<file path="src/hw/rtl/cds_pkg.sv">
// ----------------------------------------------------------------------------
// cds_pkg
// Shared types, codes and calendar helpers for the date stepper.
// ----------------------------------------------------------------------------
package cds_pkg;

  localparam int unsigned DayW   = 5;
  localparam int unsigned MonthW = 4;
  localparam int unsigned YearW  = 14;
  localparam int unsigned CountW = 16;

  localparam int unsigned MaxYearDef = 9999;
  localparam logic [YearW-1:0] ResetYear = YearW'(2000);

  typedef enum logic [1:0] {
    KIND_SET = 2'd0,
    KIND_ADD = 2'd1,
    KIND_SUB = 2'd2
  } kind_t;

  typedef enum logic [1:0] {
    STAT_OK    = 2'd0,
    STAT_FIXED = 2'd1,
    STAT_SAT   = 2'd2
  } stat_t;

  typedef enum logic [1:0] {
    S_IDLE,
    S_STEP,
    S_EMIT
  } state_t;

  // controller -> datapath
  typedef struct packed {
    logic load;
    logic step;
    logic emit;
  } cmd_t;

  // datapath -> controller
  typedef struct packed {
    logic walk;   // accepted item needs the step loop
    logic fin;    // step loop finishes this cycle
  } dp_stat_t;

  // Leap test: divisible by 4, and not by 100 unless by 400.
  // Divisibility by 25 uses a reciprocal multiply (exact for 14-bit years).
  function automatic logic is_leap(input logic [YearW-1:0] y);
    logic [28:0] prod;
    logic [9:0]  q;
    logic [14:0] back;
    logic        div25;
    prod  = {15'd0, y} * 29'd20972;
    q     = prod[28:19];
    back  = {1'b0, q, 4'd0} + {2'b0, q, 3'd0} + {5'd0, q};
    div25 = (back == {1'b0, y});
    return (y[1:0] == 2'd0) && (!div25 || (y[3:0] == 4'd0));
  endfunction

  function automatic logic [DayW-1:0] month_length(input logic [MonthW-1:0] m,
                                                   input logic leap);
    logic [DayW-1:0] len;
    unique case (m)
      4'd2:                      len = leap ? 5'd29 : 5'd28;
      4'd4, 4'd6, 4'd9, 4'd11:   len = 5'd30;
      default:                   len = 5'd31;
    endcase
    return len;
  endfunction

endpackage

</file>
<file path="src/hw/rtl/cds_in_if.sv">
// ----------------------------------------------------------------------------
// cds_in_if
// Input channel: command item with valid/ready handshake.
// ----------------------------------------------------------------------------
interface cds_in_if;
  import cds_pkg::*;

  logic              valid;
  logic              ready;
  logic [1:0]        kind;
  logic [DayW-1:0]   new_day;
  logic [MonthW-1:0] new_month;
  logic [YearW-1:0]  new_year;
  logic [CountW-1:0] day_count;

  modport source (output valid, kind, new_day, new_month, new_year, day_count,
                  input ready);
  modport sink   (input valid, kind, new_day, new_month, new_year, day_count,
                  output ready);
endinterface

</file>
<file path="src/hw/rtl/cds_out_if.sv">
// ----------------------------------------------------------------------------
// cds_out_if
// Output channel: resulting date item with valid/ready handshake.
// ----------------------------------------------------------------------------
interface cds_out_if;
  import cds_pkg::*;

  logic              valid;
  logic              ready;
  logic [DayW-1:0]   cur_day;
  logic [MonthW-1:0] cur_month;
  logic [YearW-1:0]  cur_year;
  logic              leap_flag;
  logic [1:0]        status;

  modport source (output valid, cur_day, cur_month, cur_year, leap_flag, status,
                  input ready);
  modport sink   (input valid, cur_day, cur_month, cur_year, leap_flag, status,
                  output ready);
endinterface

</file>
<file path="src/hw/rtl/calendar_date_day_stepper.sv">
// ----------------------------------------------------------------------------
// calendar_date_day_stepper
// Gregorian date register with set, add-days and remove-days items.
// ----------------------------------------------------------------------------
// One item is in work at a time. A set item, or a kind with no meaning,
// skips the step unit and goes straight to the emit state, where it is
// written into the output register once that register is free. An add
// or remove item first walks the date through the step unit: whole-year
// skips (taken only on 1 January forward or 31 December backward), one
// step per month boundary crossed, and a final step within the month;
// a count of 65535 needs about 180 year skips and up to two dozen month
// steps. Past 31 December of MAX_YEAR or before 1 January of year 1 the date
// saturates with status 2. The output register lets a new item be accepted
// while the previous result is still waiting to be taken.
// ----------------------------------------------------------------------------
module calendar_date_day_stepper #(
  parameter int unsigned MAX_YEAR = cds_pkg::MaxYearDef
) (
  input logic       clk,
  input logic       rst,
  cds_in_if.sink    in_ch,
  cds_out_if.source out_ch
);
  import cds_pkg::*;

  cmd_t     cmd;
  dp_stat_t dp_stat;

  cds_ctrl u_ctrl (
    .clk       (clk),
    .rst       (rst),
    .in_valid  (in_ch.valid),
    .in_ready  (in_ch.ready),
    .out_valid (out_ch.valid),
    .out_ready (out_ch.ready),
    .dp_stat   (dp_stat),
    .cmd       (cmd)
  );

  cds_dp #(
    .MAX_YEAR (MAX_YEAR)
  ) u_dp (
    .clk       (clk),
    .rst       (rst),
    .cmd       (cmd),
    .dp_stat   (dp_stat),
    .kind      (in_ch.kind),
    .new_day   (in_ch.new_day),
    .new_month (in_ch.new_month),
    .new_year  (in_ch.new_year),
    .day_count (in_ch.day_count),
    .cur_day   (out_ch.cur_day),
    .cur_month (out_ch.cur_month),
    .cur_year  (out_ch.cur_year),
    .leap_flag (out_ch.leap_flag),
    .status    (out_ch.status)
  );

endmodule

</file>
<file path="src/hw/rtl/cds_ctrl.sv">
// ----------------------------------------------------------------------------
// cds_ctrl
// Sequencer: accepts an item, runs the step loop for add and remove items,
// hands the result out.
module cds_ctrl (
  input  logic              clk,
  input  logic              rst,
  input  logic              in_valid,
  output logic              in_ready,
  output logic              out_valid,
  input  logic              out_ready,
  input  cds_pkg::dp_stat_t dp_stat,
  output cds_pkg::cmd_t     cmd
);
  import cds_pkg::*;

  state_t state, state_next;

  always_ff @(posedge clk) begin
    if (rst) begin
      state <= S_IDLE;
    end else begin
      state <= state_next;
    end
  end

  always_comb begin
    state_next = state;
    cmd        = '0;
    in_ready   = 1'b0;
    unique case (state)
      S_IDLE: begin
        in_ready = 1'b1;
        if (in_valid) begin
          cmd.load   = 1'b1;
          state_next = dp_stat.walk ? S_STEP : S_EMIT;
        end
      end
      S_STEP: begin
        cmd.step = 1'b1;
        if (dp_stat.fin) state_next = S_EMIT;
      end
      S_EMIT: begin
        // output register is free or being drained this cycle
        if (!out_valid || out_ready) begin
          cmd.emit   = 1'b1;
          state_next = S_IDLE;
        end
      end
      default: state_next = S_IDLE;
    endcase
  end

  always_ff @(posedge clk) begin
    if (rst) begin
      out_valid <= 1'b0;
    end else if (cmd.emit) begin
      out_valid <= 1'b1;
    end else if (out_ready) begin
      out_valid <= 1'b0;
    end
  end

endmodule

</file>
<file path="src/hw/rtl/cds_dp.sv">
// ----------------------------------------------------------------------------
// cds_dp
// Date registers, set correction, year/month step unit and result register.
// ----------------------------------------------------------------------------
module cds_dp #(
  parameter int unsigned MAX_YEAR = cds_pkg::MaxYearDef
) (
  input  logic                      clk,
  input  logic                      rst,
  input  cds_pkg::cmd_t             cmd,
  output cds_pkg::dp_stat_t         dp_stat,
  input  logic [1:0]                kind,
  input  logic [cds_pkg::DayW-1:0]   new_day,
  input  logic [cds_pkg::MonthW-1:0] new_month,
  input  logic [cds_pkg::YearW-1:0]  new_year,
  input  logic [cds_pkg::CountW-1:0] day_count,
  output logic [cds_pkg::DayW-1:0]   cur_day,
  output logic [cds_pkg::MonthW-1:0] cur_month,
  output logic [cds_pkg::YearW-1:0]  cur_year,
  output logic                      leap_flag,
  output logic [1:0]                status
);
  import cds_pkg::*;

  localparam logic [YearW-1:0] YearMax = YearW'(MAX_YEAR);

  logic [DayW-1:0]   day, day_next;
  logic [MonthW-1:0] month, month_next;
  logic [YearW-1:0]  year, year_next;
  logic [CountW-1:0] rem, rem_next;
  logic              back;     // 1: moving toward earlier dates
  logic [1:0]        stat, stat_next;

  // set correction
  logic [YearW-1:0]  set_year;
  logic [MonthW-1:0] set_month;
  logic [DayW-1:0]   set_day;
  logic              set_fix;

  // step unit
  logic              leap_cur;
  logic [DayW-1:0]   mlen;
  logic [DayW-1:0]   prev_len;
  logic [8:0]        ylen;
  logic [DayW-1:0]   left;
  logic              fin;

  always_comb begin
    set_fix   = 1'b0;
    set_year  = new_year;
    set_month = new_month;
    set_day   = new_day;
    if (new_year == '0) begin
      set_year = ResetYear;
      set_fix  = 1'b1;
    end else if (new_year > YearMax) begin
      set_year = YearMax;
      set_fix  = 1'b1;
    end
    if (new_month == '0 || new_month > 4'd12) begin
      set_month = 4'd1;
      set_fix   = 1'b1;
    end
    if (new_day == '0 || new_day > month_length(set_month, is_leap(set_year))) begin
      set_day = 5'd1;
      set_fix = 1'b1;
    end
  end

  assign leap_cur = is_leap(year);
  assign mlen     = month_length(month, leap_cur);
  assign prev_len = (month == 4'd1) ? 5'd31 : month_length(month - 4'd1, leap_cur);
  assign ylen     = leap_cur ? 9'd366 : 9'd365;
  assign left     = mlen - day;

  // One year skip, one month step or the final in-month step per cycle, with saturation at the year limits.
  always_comb begin
    day_next   = day;
    month_next = month;
    year_next  = year;
    rem_next   = rem;
    stat_next  = stat;
    fin        = 1'b0;
    if (!back) begin
      if (day == 5'd1 && month == 4'd1 && rem >= {7'd0, ylen}) begin
        if (year == YearMax) begin
          day_next   = 5'd31;
          month_next = 4'd12;
          stat_next  = STAT_SAT;
          fin        = 1'b1;
        end else begin
          year_next = year + 1'b1;
          rem_next  = rem - {7'd0, ylen};
        end
      end else if (rem <= {11'd0, left}) begin
        day_next = day + rem[DayW-1:0];
        fin      = 1'b1;
      end else if (month == 4'd12 && year == YearMax) begin
        day_next  = 5'd31;
        stat_next = STAT_SAT;
        fin       = 1'b1;
      end else begin
        rem_next = rem - ({11'd0, left} + 16'd1);
        day_next = 5'd1;
        if (month == 4'd12) begin
          month_next = 4'd1;
          year_next  = year + 1'b1;
        end else begin
          month_next = month + 4'd1;
        end
      end
    end else begin
      if (day == 5'd31 && month == 4'd12 && rem >= {7'd0, ylen}) begin
        if (year == YearW'(1)) begin
          day_next   = 5'd1;
          month_next = 4'd1;
          stat_next  = STAT_SAT;
          fin        = 1'b1;
        end else begin
          year_next = year - 1'b1;
          rem_next  = rem - {7'd0, ylen};
        end
      end else if (rem < {11'd0, day}) begin
        day_next = day - rem[DayW-1:0];
        fin      = 1'b1;
      end else if (month == 4'd1 && year == YearW'(1)) begin
        day_next  = 5'd1;
        stat_next = STAT_SAT;
        fin       = 1'b1;
      end else begin
        rem_next = rem - {11'd0, day};
        day_next = prev_len;
        if (month == 4'd1) begin
          month_next = 4'd12;
          year_next  = year - 1'b1;
        end else begin
          month_next = month - 4'd1;
        end
      end
    end
  end

  assign dp_stat.walk = (kind == KIND_ADD) || (kind == KIND_SUB);
  assign dp_stat.fin  = fin;

  always_ff @(posedge clk) begin
    if (rst) begin
      day   <= 5'd1;
      month <= 4'd1;
      year  <= ResetYear;
    end else if (cmd.load) begin
      if (kind == KIND_SET) begin
        day   <= set_day;
        month <= set_month;
        year  <= set_year;
      end
    end else if (cmd.step) begin
      day   <= day_next;
      month <= month_next;
      year  <= year_next;
    end
  end

  always_ff @(posedge clk) begin
    if (cmd.load) begin
      rem  <= day_count;
      back <= (kind == KIND_SUB);
      stat <= (kind == KIND_SET && set_fix) ? STAT_FIXED : STAT_OK;
    end else if (cmd.step) begin
      rem  <= rem_next;
      stat <= stat_next;
    end
  end

  // result register
  always_ff @(posedge clk) begin
    if (cmd.emit) begin
      cur_day   <= day;
      cur_month <= month;
      cur_year  <= year;
      leap_flag <= leap_cur;
      status    <= stat;
    end
  end

endmodule
</file>
<file path="src/flat_wrapper.sv">
// flat-port wrapper written by rule: the top's interface ports become plain ports
module calendar_date_day_stepper_flat import cds_pkg::*;
#(
  parameter int unsigned MAX_YEAR = cds_pkg::MaxYearDef
)
  (clk, rst, in_ch_valid, in_ch_kind, in_ch_new_day, in_ch_new_month, in_ch_new_year, in_ch_day_count, in_ch_ready, out_ch_valid, out_ch_cur_day, out_ch_cur_month, out_ch_cur_year, out_ch_leap_flag, out_ch_status, out_ch_ready);
  cds_in_if in_ch_i ();
  cds_out_if out_ch_i ();
  input logic clk;
  input logic rst;
  input wire logic [$bits(in_ch_i.valid)-1:0] in_ch_valid;
  input wire logic [$bits(in_ch_i.kind)-1:0] in_ch_kind;
  input wire logic [$bits(in_ch_i.new_day)-1:0] in_ch_new_day;
  input wire logic [$bits(in_ch_i.new_month)-1:0] in_ch_new_month;
  input wire logic [$bits(in_ch_i.new_year)-1:0] in_ch_new_year;
  input wire logic [$bits(in_ch_i.day_count)-1:0] in_ch_day_count;
  output wire logic [$bits(in_ch_i.ready)-1:0] in_ch_ready;
  output wire logic [$bits(out_ch_i.valid)-1:0] out_ch_valid;
  output wire logic [$bits(out_ch_i.cur_day)-1:0] out_ch_cur_day;
  output wire logic [$bits(out_ch_i.cur_month)-1:0] out_ch_cur_month;
  output wire logic [$bits(out_ch_i.cur_year)-1:0] out_ch_cur_year;
  output wire logic [$bits(out_ch_i.leap_flag)-1:0] out_ch_leap_flag;
  output wire logic [$bits(out_ch_i.status)-1:0] out_ch_status;
  input wire logic [$bits(out_ch_i.ready)-1:0] out_ch_ready;
  assign in_ch_i.valid = in_ch_valid;
  assign in_ch_i.kind = in_ch_kind;
  assign in_ch_i.new_day = in_ch_new_day;
  assign in_ch_i.new_month = in_ch_new_month;
  assign in_ch_i.new_year = in_ch_new_year;
  assign in_ch_i.day_count = in_ch_day_count;
  assign in_ch_ready = in_ch_i.ready;
  assign out_ch_valid = out_ch_i.valid;
  assign out_ch_cur_day = out_ch_i.cur_day;
  assign out_ch_cur_month = out_ch_i.cur_month;
  assign out_ch_cur_year = out_ch_i.cur_year;
  assign out_ch_leap_flag = out_ch_i.leap_flag;
  assign out_ch_status = out_ch_i.status;
  assign out_ch_i.ready = out_ch_ready;
  calendar_date_day_stepper #(.MAX_YEAR(MAX_YEAR)) u_core (.clk(clk), .rst(rst), .in_ch(in_ch_i), .out_ch(out_ch_i));
endmodule
</file>
<file path="config.mk">
export PLATFORM = sky130hd
export DESIGN_NAME = calendar_date_day_stepper_flat
export DESIGN_NICKNAME = d
export VERILOG_FILES = /design/src/hw/rtl/cds_pkg.sv /design/src/hw/rtl/cds_in_if.sv /design/src/hw/rtl/cds_out_if.sv /design/src/hw/rtl/calendar_date_day_stepper.sv /design/src/hw/rtl/cds_ctrl.sv /design/src/hw/rtl/cds_dp.sv /design/src/flat_wrapper.sv
export SDC_FILE = /design/constraint.sdc
export NUM_CORES = 1
export LEC_CHECK = 0
export ABC_AREA = 1
export BUFFER_PORTS_ARGS = -buffer_cell sky130_fd_sc_hd__buf_2
export CORE_MARGIN = 8
export CORE_UTILIZATION = 28
export CTS_CLUSTER_DIAMETER = 200
export DETAILED_ROUTE_END_ITERATION = 7
export HOLD_SLACK_MARGIN = 0.06
export PLACE_DENSITY = 0.51
export SYNTH_ARGS = -nofsm -noshare
export SYNTH_HDL_FRONTEND = slang
export SYNTH_SLANG_ARGS = --single-unit
export TNS_END_PERCENT = 50
</file>
<file path="constraint.sdc">
create_clock -name clk -period 9.99 [get_ports clk]
set_clock_uncertainty 0.15 [all_clocks]
set_input_delay 0.4995 -clock clk [delete_from_list [all_inputs] [get_ports clk]]
set_output_delay 0.4995 -clock clk [all_outputs]
set_load 0.01 [all_outputs]
</file>
# Yosys cells after proc, flatten, opt, wreduce, memory -nomap -nowiden
# Cells that the tools add are included.
word_totals:
  reg_bits: 71
  in_bits: 45
  out_inout_bits: 28
  wordCells: 217
classes:
  add_sub_neg: 15
  multipliers: 2
  order_cmp: 6
  eq_ne: 41
  n_mux: 100
  n_reduce_logical: 40
op_table:
  columns: ["operator", "count"]
  rows:
  - ["$mux W14", 16]
  - ["$mux W16", 11]
  - ["$mux W5", 14]
  - ["$mux W4", 15]
  - ["$mul A14 B13 Y27 const B", 2]
  - ["$mux W2", 16]
  - ["$add A14 B13 Y15", 2]
  - ["$add A15 B10 Y15", 2]
  - ["$eq A15 B14 Y1", 2]
  - ["$eq A4 B4 Y1 const B", 7]
  - ["$eq A4 B3 Y1 const B", 6]
  - ["$mux W1", 24]
  - ["$ne A4 B3 Y1 const B", 6]
  - ["$ge A16 B9 Y1", 1]
  - ["$le A16 B5 Y1", 1]
  - ["$lt A16 B5 Y1", 1]
  - ["$sub A16 B5 Y16", 1]
  - ["$sub A16 B6 Y16", 1]
  - ["$sub A16 B9 Y16", 1]
  - ["$add A14 B1 Y14 const B", 1]
  - ["$eq A14 B1 Y1 const B", 1]
  - ["$eq A14 B14 Y1 const B", 1]
  - ["$gt A14 B14 Y1 const B", 1]
  - ["$logic_not A14 Y1", 1]
  - ["other kinds (33)", 70]

# Longest topological paths before layout
# Gate-level depths: netlist of run 1.
logic_depth:
  word_depth: 18
  ltp_mapped: 63
  depth_no_buf: 63

# Cells and area by module
# From an unflattened synthesis of run 1, not the netlist that was laid out.
unflattened:
  cells_unflattened: 1937
  hier_area_um2: 15209.6
by_module_without_submodules:
  columns: ["mod", "instances", "cells_per_inst", "area_per_inst_um2", "seq_area_each_um2"]
  rows:
  - ["cds_dp", 1, 1913, 15054.4, 1811.7]
  - ["cds_ctrl", 1, 24, 155.1, 60.1]

# Worst setup path after synthesis of run 1
# OpenSTA, ideal clock, no wires.
synth_path:
  path_type: "register to register"
  startpoint: "register u_core.u_dp.year[11]"
  endpoint: "register u_core.u_dp.rem[0], enable pin"
  setup_time_ns: 0.372
  arrival_time_ns: 9.289
  t_required_ns: 9.468
  path_slack_ns: 0.179
  path_stages_with_launch: 51
  n_path_buf: 1
  period_less_slack_ns: 9.811
  path_cell_list: "dfxtp_1 > inv_1 > fa_1 > inv_1 > ha_1 > inv_1 > fa_1 > inv_1 > fa_1 > inv_1 > fa_1 > inv_1 > ha_1 > buf_2 > nand2_1 > o21ai_0 > nor2_1 > nand2_1 > [... 15 more ...] > nand3_1 > nand2_1 > inv_1 > o21bai_1 > ha_1 > fa_1 > xor2_1 > ha_1 > nand2_1 > nor3_1 > a211oi_1 > nor2_1 > nor2_1 > o211ai_1 > nand2_2 > nor2_1 > nand2_1 > nand2_1"
synth_via:
  elab_chain_cells: 13
  word_cells_on_any_way: 26
  cone_classes: "3 x add/sub; 1 x mul; 2 x order compare; 9 x eq/ne; 3 x mux; 8 x reduce/logical"
synth_lines:
  columns: ["element", "line_no", "text"]
  rows:
  - ["from (decl)", "cds_dp.sv:29", "logic [YearW-1:0] year, year_next;"]
  - ["from (signal assigned)", "cds_dp.sv:150", "year <= ResetYear;"]
  - ["from (signal assigned)", "cds_dp.sv:155", "year <= set_year;"]
  - ["from (signal assigned)", "cds_dp.sv:160", "year <= year_next;"]
  - ["$mul A14 B13 Y27", "cds_pkg.sv:53", "prod = {15'd0, y} * 29'd20972;"]
  - ["$add A14 B13 Y15", "cds_pkg.sv:55", "back = {1'b0, q, 4'd0} + {2'b0, q, 3'd0} + {5'd0, q};"]
  - ["$add A15 B10 Y15", "cds_pkg.sv:55", null]
  - ["$eq A15 B14 Y1 (*)", "cds_pkg.sv:56", "div25 = (back == {1'b0, y});"]
  - ["$logic_not A1 Y1 (*)", "cds_pkg.sv:57", "return (y[1:0] == 2'd0) && (!div25 || (y[3:0] == 4'd0));"]
  - ["$logic_or A1 B1 Y1 (*)", "cds_pkg.sv:57", null]
  - ["$logic_and A1 B1 Y1 (*)", "cds_pkg.sv:57", null]
  - ["net u_core.u_dp.leap_cur", "cds_dp.sv:41", "logic leap_cur;"]
  - ["$mux W1", "cds_pkg.sv:64", "4'd2: len = leap ? 5'd29 : 5'd28;"]
  - ["$pmux W2 S2", "cds_pkg.sv:63", "unique case (m)"]
  - ["$sub A5 B5 Y5", "cds_dp.sv:74", "assign left = mlen - day;"]
  - ["$le A16 B5 Y1", "cds_dp.sv:95", "end else if (rem <= {11'd0, left}) begin"]
  - ["$ne A4 B3 Y1 (no line)", null, null]
  - ["$reduce_and A7 Y1 (no line) (*)", null, null]
  - ["to (signal assigned)", "cds_dp.sv:166", "rem <= day_count;"]
  - ["to (signal assigned)", "cds_dp.sv:170", "rem <= rem_next;"]
  - ["to (decl)", "cds_dp.sv:30", "logic [CountW-1:0] rem, rem_next;"]
# The timed path passes the listed nets; every way through them passes the cells marked *.
# A chain may end at the register's enable or synchronous reset.

# Worst setup path in the final report of run 1
layout_path:
  startpoint: "register u_core.u_dp.year[6]"
  endpoint: "register u_core.u_dp.rem[6], enable pin"
# The elaborated chain is that of the path after synthesis.

==> results of run 1 <==
critical path, delay by kind of cell, from the launching register on:
kind                     cells  cell delay [ps]
AO/OA/AOI/OAI                4              520
XOR/XNOR                     2              300
adder cells (fa/ha/maj)     12             4510
buffers and inverters        9              800
flip-flops                   1              340
AND/OR/NAND/NOR             26             2620
metal layers:
| layer | vias up | part of all wire, % | track usage (%) |
|---|---|---|---|
| met2 | 266 | 45 | 22.2 |
| met3 | 49 | 4.4 | 1.74 |
| met1 | 6226 | 49 | 19.1 |
| met5 | - | 0 | 0 |
| li1 | 6507 | - | - |
| met4 | 0 | 2.2 | 3.63 |
sequential cells by signal, summed over array words and instances (netlist names), 4 cells and up:
register               cells
u_core.u_dp.cur_day        5
u_core.u_dp.cur_year      14
u_core.u_dp.year          14
u_core.u_dp.month          4
u_core.u_dp.cur_month      4
u_core.u_dp.day            5
u_core.u_dp.rem           16
placed cells by master (no fill, tap or decap), types with 8 or more instances in the layout:
cell type / instances
inv_1: 428
nand2_1: 324
ha_1: 263
fa_1: 141
nor2_1: 125
buf_4: 90
o21ai_0: 85
a21oi_1: 81
nand3_1: 75
buf_2: 72
xor2_1: 64
edfxtp_1: 45
nand2_2: 23
nand4_1: 19
inv_2: 17
ha_4: 15
dfxtp_1: 15
xnor2_1: 14
nor2_2: 13
nor3_1: 12
a21oi_2: 12
o21bai_1: 11
nand3_2: 11
clkbuf_16: 11
nor2_4: 8
o21ai_1: 8
buf_6: 8
per-stage QoR:
step | area, sq um | std cells
3_5_place_dp | 17000 | 2782
3_3_place_gp | 17000 | 2782
5_1_grt | 18000 | 2815
4_1_cts | 17300 | 2798
2_1_floorplan | 15200 | 1957
6_report | 18000 | 2815
synth_stat cells (all sizes together):
master / n
a21oi: 95
o21bai: 12
nand4: 19
a32oi: 1
a21boi: 4
o211ai: 4
buf: 16
fa: 146
inv: 449
clkbuf: 13
nand2b: 1
o21a: 4
or2: 4
nor4: 5
and2: 1
dfxtp: 26
o22ai: 4
and3: 1
a41oi: 2
o22a: 2
nand3b: 6
clkinv: 1
a211oi: 3
o21ai: 97
a221oi: 2
a31oi: 4
nor3: 15
a21o: 6
o2111ai: 5
o221ai: 4
a2bb2oi: 1
xor2: 65
ha: 284
nand3: 87
o31ai: 4
xnor2: 17
nor2: 146
nor3b: 2
edfxtp: 45
nand2: 354
layout make-up:
| type | instances | area (sq um) | share of cell area, % |
|---|---|---|---|
| well taps | 696 | 871 | 4.85 |
| repair buffers | 173 | 1190 | 6.63 |
| flip-flops and latches | 71 | 1900 | 10.6 |
| inverters | 450 | 1700 | 9.48 |
| clock buffers | 15 | 289 | 1.61 |
| clock inverters | 1 | 8.76 | 0.0488 |
| multi-input cells | 1409 | 12000 | 66.8 |
final timing paths:
path,start,to,slack (ps),depth (start not counted)
max,u_core.u_dp.year[6]$_SDFFE_PP1P_,u_core.u_dp.rem[6]$_DFFE_PP_,440,53
min,rst,u_core.u_dp.year[1]$_SDFFE_PP0P_,260,2
min reg2reg,u_core.u_dp.stat[1]$_SDFFCE_PP0P_,u_core.u_dp.status[1]$_DFFE_PP_,270,0
max reg2reg,u_core.u_dp.year[6]$_SDFFE_PP1P_,u_core.u_dp.rem[6]$_DFFE_PP_,440,53
what timing repair did:
item | CTS | global route
setup buffers | 0 | 14
endpoints found under the hold margin | 0 | 0
gates resized for setup | 5 | 132
gates cloned | 0 | 3
endpoints found under the setup margin | 54 | 60
pin swaps | 1 | 54
cell families (layout without fill, tap and decap cells):
kind of cell,after synthesis,count (layout)
AO/OA/AOI/OAI,254,254
XOR/XNOR,82,82
adder cells (fa/ha/maj),430,430
buffers and inverters,479,639
flip-flops,71,71
AND/OR/NAND/NOR,641,643
==> out/results.tsv, run 1 <==
metric	value	unit
Final min period	9550	ps
Post-Synth Adder-Cell Area	42.6	%
Final ANT Viol Nets	0	
fmax	105	MHz
Sink Count	71	
largest family of logic cells by synthesized area	adder cells	
mux contribution to synthesized area	0	%
CP Launch Type	register	
Tcrit/Tclk final	95.6	%
Reg clk slew, reported paths	60	ps
Vias/cell	4.64	
CTS Root Cell	clkbuf_16	
Yosys top cell area share	23.4	%
yosys warns	0	
Synth Area in Compound Gates	9.60	%
Detail Placement HPWL	37300	um
Hold Buf Count CTS	0	
initial antenna violation count	2	
slowest CP cell	fa_1	
DRC	0	
vias in the first global route	13200	
Boundary Pins	73	
row count	85	
grt ovf	0	
first-pass GRT wire length	69600	um
fill count	5642	
top post-synthesis cells by area	ha_1 (23%), fa_1 (19%), inv_1 (11%)	
Num CTS Buffers	9	
status	completed	
Finished Core Util	33.4	%
pin count of the biggest net entering global routing	48	
Post-Place Setup Slack	-220	ps
Setup Viol. Count Final	0	
Post-Route WL	44100	um
average size of a mapped cell	7.77	sq um
Tightest Pin Transition	1100	ps
# nets final	2589	
final slew viol count	0	
CP Capture Type	register	
Worst path max stage delay	560	ps
Syn Inst Count	1957	
Max Cap Viol	0	
synth unique cells	56	
CTS tree	yes	
most used cell along the critical path	nand2_2	
critical path arrival	9480	ps
Mapped Area	0.0152	sq mm
Core Box Area	0.0537	sq mm
wire per inst	15.7	um
die area	0.0620	sq mm
Worst Hold Class	in -> reg	
synthesis-to-layout area growth	18.1	%
post-synthesis xor/xnor area fraction	4.72	%
die span in x	249	um
worst skew pair latency	350	ps
IO Port Bufs	72	
GRT Overall Usage	13.7	%
1st-iter DRT viols	605	
Post-Route Setup TNS	0	ps
antenna fix cells	0	
Synth Area in Simple Gates	18.6	%
final hold vios	0	
required time of the critical path	9910	ps
Slew HR	25.9	%
clk buf depth	2	
critical path class	reg -> reg	
Seq cells post-synth	71	
Final GP Congestion	0.890	
total number of vias	13000	
share of post-route cells with drive strength above 1	16.3	%
H-tree levels	3	
register area share after synthesis	12.3	%
Worst Slack Setup Final	435	ps
crit path max fanout	8	
dominant cell type by area after synthesis	ha_1	
worst hold slack	261	ps
initial core utilization	28.3	%
Pre-antenna DRT Iters	5	
die height	249	um
Net Count, Synth	2432	
Power of run 1 is left out: the tool's default activity adds up to more than one toggle a clock period on the data nets, which glitch-free logic cannot reach.
==> inputs of run 2 (changes only) <==
RECOVER_POWER = 25   (was default)
==> run 2 against run 1 <==
Sequential share of layout area about the same. Clock-buffer cell count is the same. Utilization hardly changed. Register-to-register slack about the same. First-iteration DRC count rose by 2.0%. Sequential cell count unchanged. Worst hold slack about the same. Critical path depth unchanged.
==> out/results.tsv, run 2 (same netlist as run 1, synthesis figures left out) <==
metric	value	unit	change
Final GP Congestion	0.890		unchanged
most common cell after layout, fill and taps aside	inv_1		unchanged
status	completed		unchanged
antenna fix cells	0		unchanged
Post-Place Setup Slack	-220	ps	unchanged
initial core utilization	28.3	%	unchanged
Vias/cell	4.63		was 4.64
Final ANT Viol Nets	0		unchanged
initial antenna violation count	2		unchanged
required time of the critical path	9910	ps	about the same
Cells after DPL	2782		unchanged
# nets final	2589		unchanged
max FFs per register	16		unchanged
CTS tree	yes		unchanged
grt ovf	0		unchanged
Detail Placement HPWL	37300	um	unchanged
WP buf/inv	9		unchanged
1st-iter DRT viols	617		was 605
Max Cap Viol	0		unchanged
Final min period	9560	ps	was 9550 ps
CP Launch Type	register		unchanged
Slew HR	25.9	%	about the same
IO Port Bufs	72		unchanged
Pre-antenna DRT Iters	5		unchanged
DRC	0		unchanged
critical path class	reg -> reg		unchanged
final slew viol count	0		unchanged
Worst path max stage delay	560	ps	about the same
Tcrit/Tclk final	95.7	%	was 95.6%
slowest CP cell	fa_1		unchanged
fill count	5654		was 5642
CP Capture Type	register		unchanged
Post-Route Setup TNS	0	ps	unchanged
fmax	105	MHz	about the same
Setup Viol. Count Final	0		unchanged
Boundary Pins	73		unchanged
die height	249	um	unchanged
share of post-route cells with drive strength above 1	15.8	%	was 16.3%
total number of vias	13000		about the same
most used cell along the critical path	nand2_2		unchanged
crit path max fanout	8		unchanged
Most flops, register	u_core.u_dp.rem		unchanged
Reg clk slew, reported paths	60	ps	about the same
die span in x	249	um	unchanged
Post-Route WL	44100	um	about the same
pin count of the biggest net entering global routing	48		unchanged
die area	0.0620	sq mm	unchanged
synthesis-to-layout area growth	18.0	%	was 18.1%
CP delay by family, top	adder cells		unchanged
Core Box Area	0.0537	sq mm	unchanged
Worst Slack Setup Final	433	ps	was 435 ps
GRT Overall Usage	13.7	%	unchanged
most frequent cells in the layout	inv_1 (428), nand2_1 (324), ha_1 (263)		unchanged
final hold vios	0		unchanged
clk buf depth	2		unchanged
critical path arrival	9480	ps	about the same
worst skew pair latency	350	ps	about the same
Sink Count	71		unchanged
Finished Layout Cells	2815		unchanged
H-tree levels	3		unchanged
Tightest Pin Transition	1100	ps	about the same
Worst Hold Class	in -> reg		unchanged
first-pass GRT wire length	69600	um	unchanged
Regs by FF count	u_core.u_dp.rem: 16 flops, u_core.u_dp.cur_year: 14 flops, u_core.u_dp.year: 14 flops		unchanged
vias in the first global route	13200		unchanged
Num CTS Buffers	9		unchanged
CTS Root Cell	clkbuf_16		unchanged
row count	85		unchanged
wire per inst	15.7	um	about the same
worst hold slack	261	ps	about the same
## run 2: changes by cell type in the layout (fill, tap and decap cells not counted), sizes merged
| cell | delta |
|---|---|
| clkbuf | +11 |
| buf | -11 |
## run 2: stage by stage
stage | cell area [sq um] | util (%)
after floorplan | 15200 | -
after global placement | 17000 | 31.6
after detailed placement | 17000 | 31.6
after CTS | 17300 | 32.1
after global routing | 17900 | 33.4
final | 17900 | 33.4
## run 2: per-layer routing
| layer | wire (um) | part of all wire, % | GRT usage (%) | up-vias |
|---|---|---|---|---|
| met1 | 21500 | 49 | 19.1 | 6217 |
| li1 | - | - | - | 6507 |
| met4 | 974 | 2.2 | 3.63 | 0 |
| met3 | 1880 | 4.3 | 1.74 | 49 |
| met5 | 0 | 0 | 0 | - |
| met2 | 19700 | 45 | 22.2 | 271 |
## run 2: cell type report
| cell class | count | area [sq um] | area share, % |
|---|---|---|---|
| clock buffer | 15 | 289 | 1.61 |
| clock inverter | 1 | 8.76 | 0.0488 |
| inverter | 450 | 1700 | 9.49 |
| multi-input combinational | 1409 | 12000 | 66.9 |
| sequential | 71 | 1900 | 10.6 |
| tap | 696 | 871 | 4.86 |
| timing repair buffer | 173 | 1170 | 6.51 |
## run 2: final timing paths
kind | from | endpoint | slack [ps] | cells past startpoint
max | u_core.u_dp.year[6]$_SDFFE_PP1P_ | u_core.u_dp.rem[6]$_DFFE_PP_ | 430 | 53
min | rst | u_core.u_dp.year[1]$_SDFFE_PP0P_ | 260 | 2
max reg2reg | u_core.u_dp.year[6]$_SDFFE_PP1P_ | u_core.u_dp.rem[6]$_DFFE_PP_ | 430 | 53
min reg2reg | u_core.u_dp.stat[1]$_SDFFCE_PP0P_ | u_core.u_dp.status[1]$_DFFE_PP_ | 270 | 0
## run 2: what timing repair did
action,4_1_cts,5_1_grt
setup endpoints to repair,54,60
pin swaps,1,54
cloned,0,3
hold buffers,0,0
gates resized for setup,5,132
setup buffers,0,14
## run 2: worst reg2reg max path, delay by kind of cell (launching register included)
kind / cells / cell delay (ps)
compound gates: 4 / 520
xor+xnor: 2 / 310
fa+ha+maj: 12 / 4520
buf+inv: 9 / 810
flops: 1 / 340
simple gates: 26 / 2620
Power of run 2 is left out for the same reason.
==> inputs of run 3 (changes only) <==
PLACE_DENSITY = 0.5   (was 0.51)
REMOVE_ABC_BUFFERS = 1   (was default)
clock period = 12.4 ns   (was 9.99 ns; I/O delays follow)
==> run 3 against run 2 <==
Sequential share of layout area up 0.67 points. Clock-buffer cell count fell by 5. Non-clock buffer count down 87. Via count shrank 4.0%. Routed wire length decreased by 4.9%. Fmax decreased by 15%. Cell area shrank 7.3%. Die area unchanged.
==> out/results.tsv, run 3 (same netlist as run 1, synthesis figures left out) <==
metric	value	unit	change
GRT Overall Usage	13.5	%	was 13.7%
most used cell along the critical path	nand2_1		was nand2_2
Boundary Pins	73		unchanged
worst-case reg-to-reg path depth	48		was 53
die height	249	um	unchanged
Max Cap Viol	0		unchanged
status	completed		unchanged
Worst Slack Setup Final	1140	ps	was 433 ps
slowest CP cell	clkbuf_1		was fa_1
Reg-to-Reg End	u_core.u_dp.rem[0]$_DFFE_PP_		was u_core.u_dp.rem[6]$_DFFE_PP_
Regs by FF count	u_core.u_dp.rem: 16 flops, u_core.u_dp.cur_year: 14 flops, u_core.u_dp.year: 14 flops		unchanged
most frequent cells in the layout	inv_1 (440), nand2_1 (338), ha_1 (284)		was inv_1 (428), nand2_1 (324), ha_1 (263)
1st-iter DRT viols	740		was 617
M1 GR Usage	19.4	%	was 19.1%
Tightest Pin Transition	1480	ps	was 1100 ps
initial core utilization	28.3	%	unchanged
reg2reg start	u_core.u_dp.year[0]$_SDFFE_PP0P_		was u_core.u_dp.year[6]$_SDFFE_PP1P_
Num CTS Buffers	9		unchanged
critical path arrival	11080	ps	was 9480 ps
# nets final	2500		was 2589
Multi-input gate area	0.0115	sq mm	was 0.0120 sq mm
final slew viol count	0		unchanged
max FFs per register	16		unchanged
Vias/cell	4.59		was 4.63
IO Port Bufs	72		unchanged
Pre-antenna DRT Iters	5		unchanged
share of post-route cells with drive strength above 1	7.29	%	was 15.8%
GR peak layer	met2		unchanged
Worst path max stage delay	720	ps	was 560 ps
placed inst area	0.0164	sq mm	was 0.0170 sq mm
required time of the critical path	12220	ps	was 9910 ps
Slew HR	1.35	%	was 25.9%
GR Util met2	21.8	%	was 22.2%
Post-Route Setup TNS	0	ps	unchanged
antenna fix cells	0		unchanged
FF-to-FF setup slack	1140	ps	was 430 ps
Final GP Congestion	0.875		was 0.890
Post CTS Setup Buffer Count	0		unchanged
crit path max fanout	16		was 8
Core Box Area	0.0537	sq mm	unchanged
CTS Root Cell	clkbuf_16		unchanged
wire per inst	15.4	um	was 15.7 um
CP Capture Type	register		unchanged
CP Launch Type	register		unchanged
Post-Route WL	42000	um	was 44100 um
H-tree levels	3		unchanged
total number of vias	12500		was 13000
Post-Place Setup Slack	1110	ps	was -220 ps
Detail Placement HPWL	35600	um	was 37300 um
Reg clk slew, reported paths	70	ps	was 60 ps
worst skew pair latency	350	ps	about the same
fmax	88.8	MHz	was 105 MHz
final instance area	0.0166	sq mm	was 0.0179 sq mm
Most flops, register	u_core.u_dp.rem		unchanged
Post-CTS Resized	0		was 5
most common cell after layout, fill and taps aside	inv_1		unchanged
FF+latch area	0.00187	sq mm	was 0.00190 sq mm
RSZ-0062 raised after global routing	false		
Final min period	11260	ps	was 9560 ps
critical path class	reg -> reg		unchanged
clk buf depth	2		unchanged
first-pass GRT wire length	68800	um	was 69600 um
final hold vios	0		unchanged
DRC	0		unchanged
Worst Setup EP	u_core.u_dp.rem[0]$_DFFE_PP_		was u_core.u_dp.rem[6]$_DFFE_PP_
row count	85		unchanged
initial antenna violation count	2		unchanged
Hold Buf Count CTS	0		unchanged
Final ANT Viol Nets	0		unchanged
CP Launch Point	u_core.u_dp.year[0]$_SDFFE_PP0P_		was u_core.u_dp.year[6]$_SDFFE_PP1P_
fill count	5680		was 5654
synthesis-to-layout area growth	9.38	%	was 18.0%
die span in x	249	um	unchanged
routing usage on met3	1.53	%	was 1.74%
CTS tree	yes		unchanged
grt ovf	0		unchanged
Setup Viol. Count Final	0		unchanged
Tcrit/Tclk final	90.8	%	was 95.7%
vias in the first global route	12800		was 13200
Worst Hold Class	reg -> reg		was in -> reg
die area	0.0620	sq mm	unchanged
pin count of the biggest net entering global routing	43		was 48
Sink Count	71		unchanged
-- run 3: cell count changes in the layout (fill, tap and decap cells not counted), moves of 12 or more --
cell and delta:
ha_1 +21, nand2_1 +14, inv_1 +12, ha_4 -15, buf_4 -79
-- run 3: through the flow --
step	std cells	hold WS, ps	util [%]
final	2726	302	31.0
after detailed placement	2710	288	30.5
after global placement	2710	287	30.5
after floorplan	1928	250	-
after CTS	2726	304	31.0
after global routing	2726	312	31.0
-- run 3: layout make-up --
| cell class | instances | share of cell area [%] |
|---|---|---|
| well taps | 696 | 5.24 |
| repair buffers | 86 | 2.60 |
| clock buffers | 10 | 1.38 |
| clock inverters | 6 | 0.278 |
| flip-flops and latches | 71 | 11.3 |
| multi-input cells | 1407 | 69.0 |
| inverters | 450 | 10.2 |
-- run 3: worst min path at each step --
| stage | startpoint | end | slack (ps) | cells after the start |
|---|---|---|---|---|
| final | u_core.u_dp.stat[0]$_SDFFCE_PN0P_ | u_core.u_dp.status[0]$_DFFE_PP_ | 300 | 0 |
| after floorplan | u_core.u_dp.stat[0]$_SDFFCE_PN0P_ | u_core.u_dp.status[0]$_DFFE_PP_ | 250 | 0 |
| after detailed placement | u_core.u_dp.stat[0]$_SDFFCE_PN0P_ | u_core.u_dp.status[0]$_DFFE_PP_ | 290 | 0 |
| after global routing | u_core.u_dp.stat[0]$_SDFFCE_PN0P_ | u_core.u_dp.status[0]$_DFFE_PP_ | 310 | 0 |
| after global placement | u_core.u_dp.stat[1]$_SDFFCE_PP0P_ | u_core.u_dp.status[1]$_DFFE_PP_ | 290 | 0 |
| after CTS | u_core.u_dp.stat[0]$_SDFFCE_PN0P_ | u_core.u_dp.status[0]$_DFFE_PP_ | 300 | 0 |
-- run 3: critical path, delay by kind of cell (launching register included) --
| family | cells | cell delay, ps |
|---|---|---|
| XOR/XNOR | 2 | 570 |
| adder cells (fa/ha/maj) | 11 | 4390 |
| AO/OA/AOI/OAI | 6 | 960 |
| buffers and inverters | 5 | 1380 |
| AND/OR/NAND/NOR | 24 | 3090 |
| flip-flops | 1 | 310 |
-- run 3: per-layer routing --
| layer | vias up | wire, um |
|---|---|---|
| met1 | 5906 | 21000 |
| met4 | 2 | 502 |
| li1 | 6316 | - |
| met3 | 38 | 1740 |
| met5 | - | 13 |
| met2 | 259 | 18700 |
Power of run 3 is left out for the same reason.
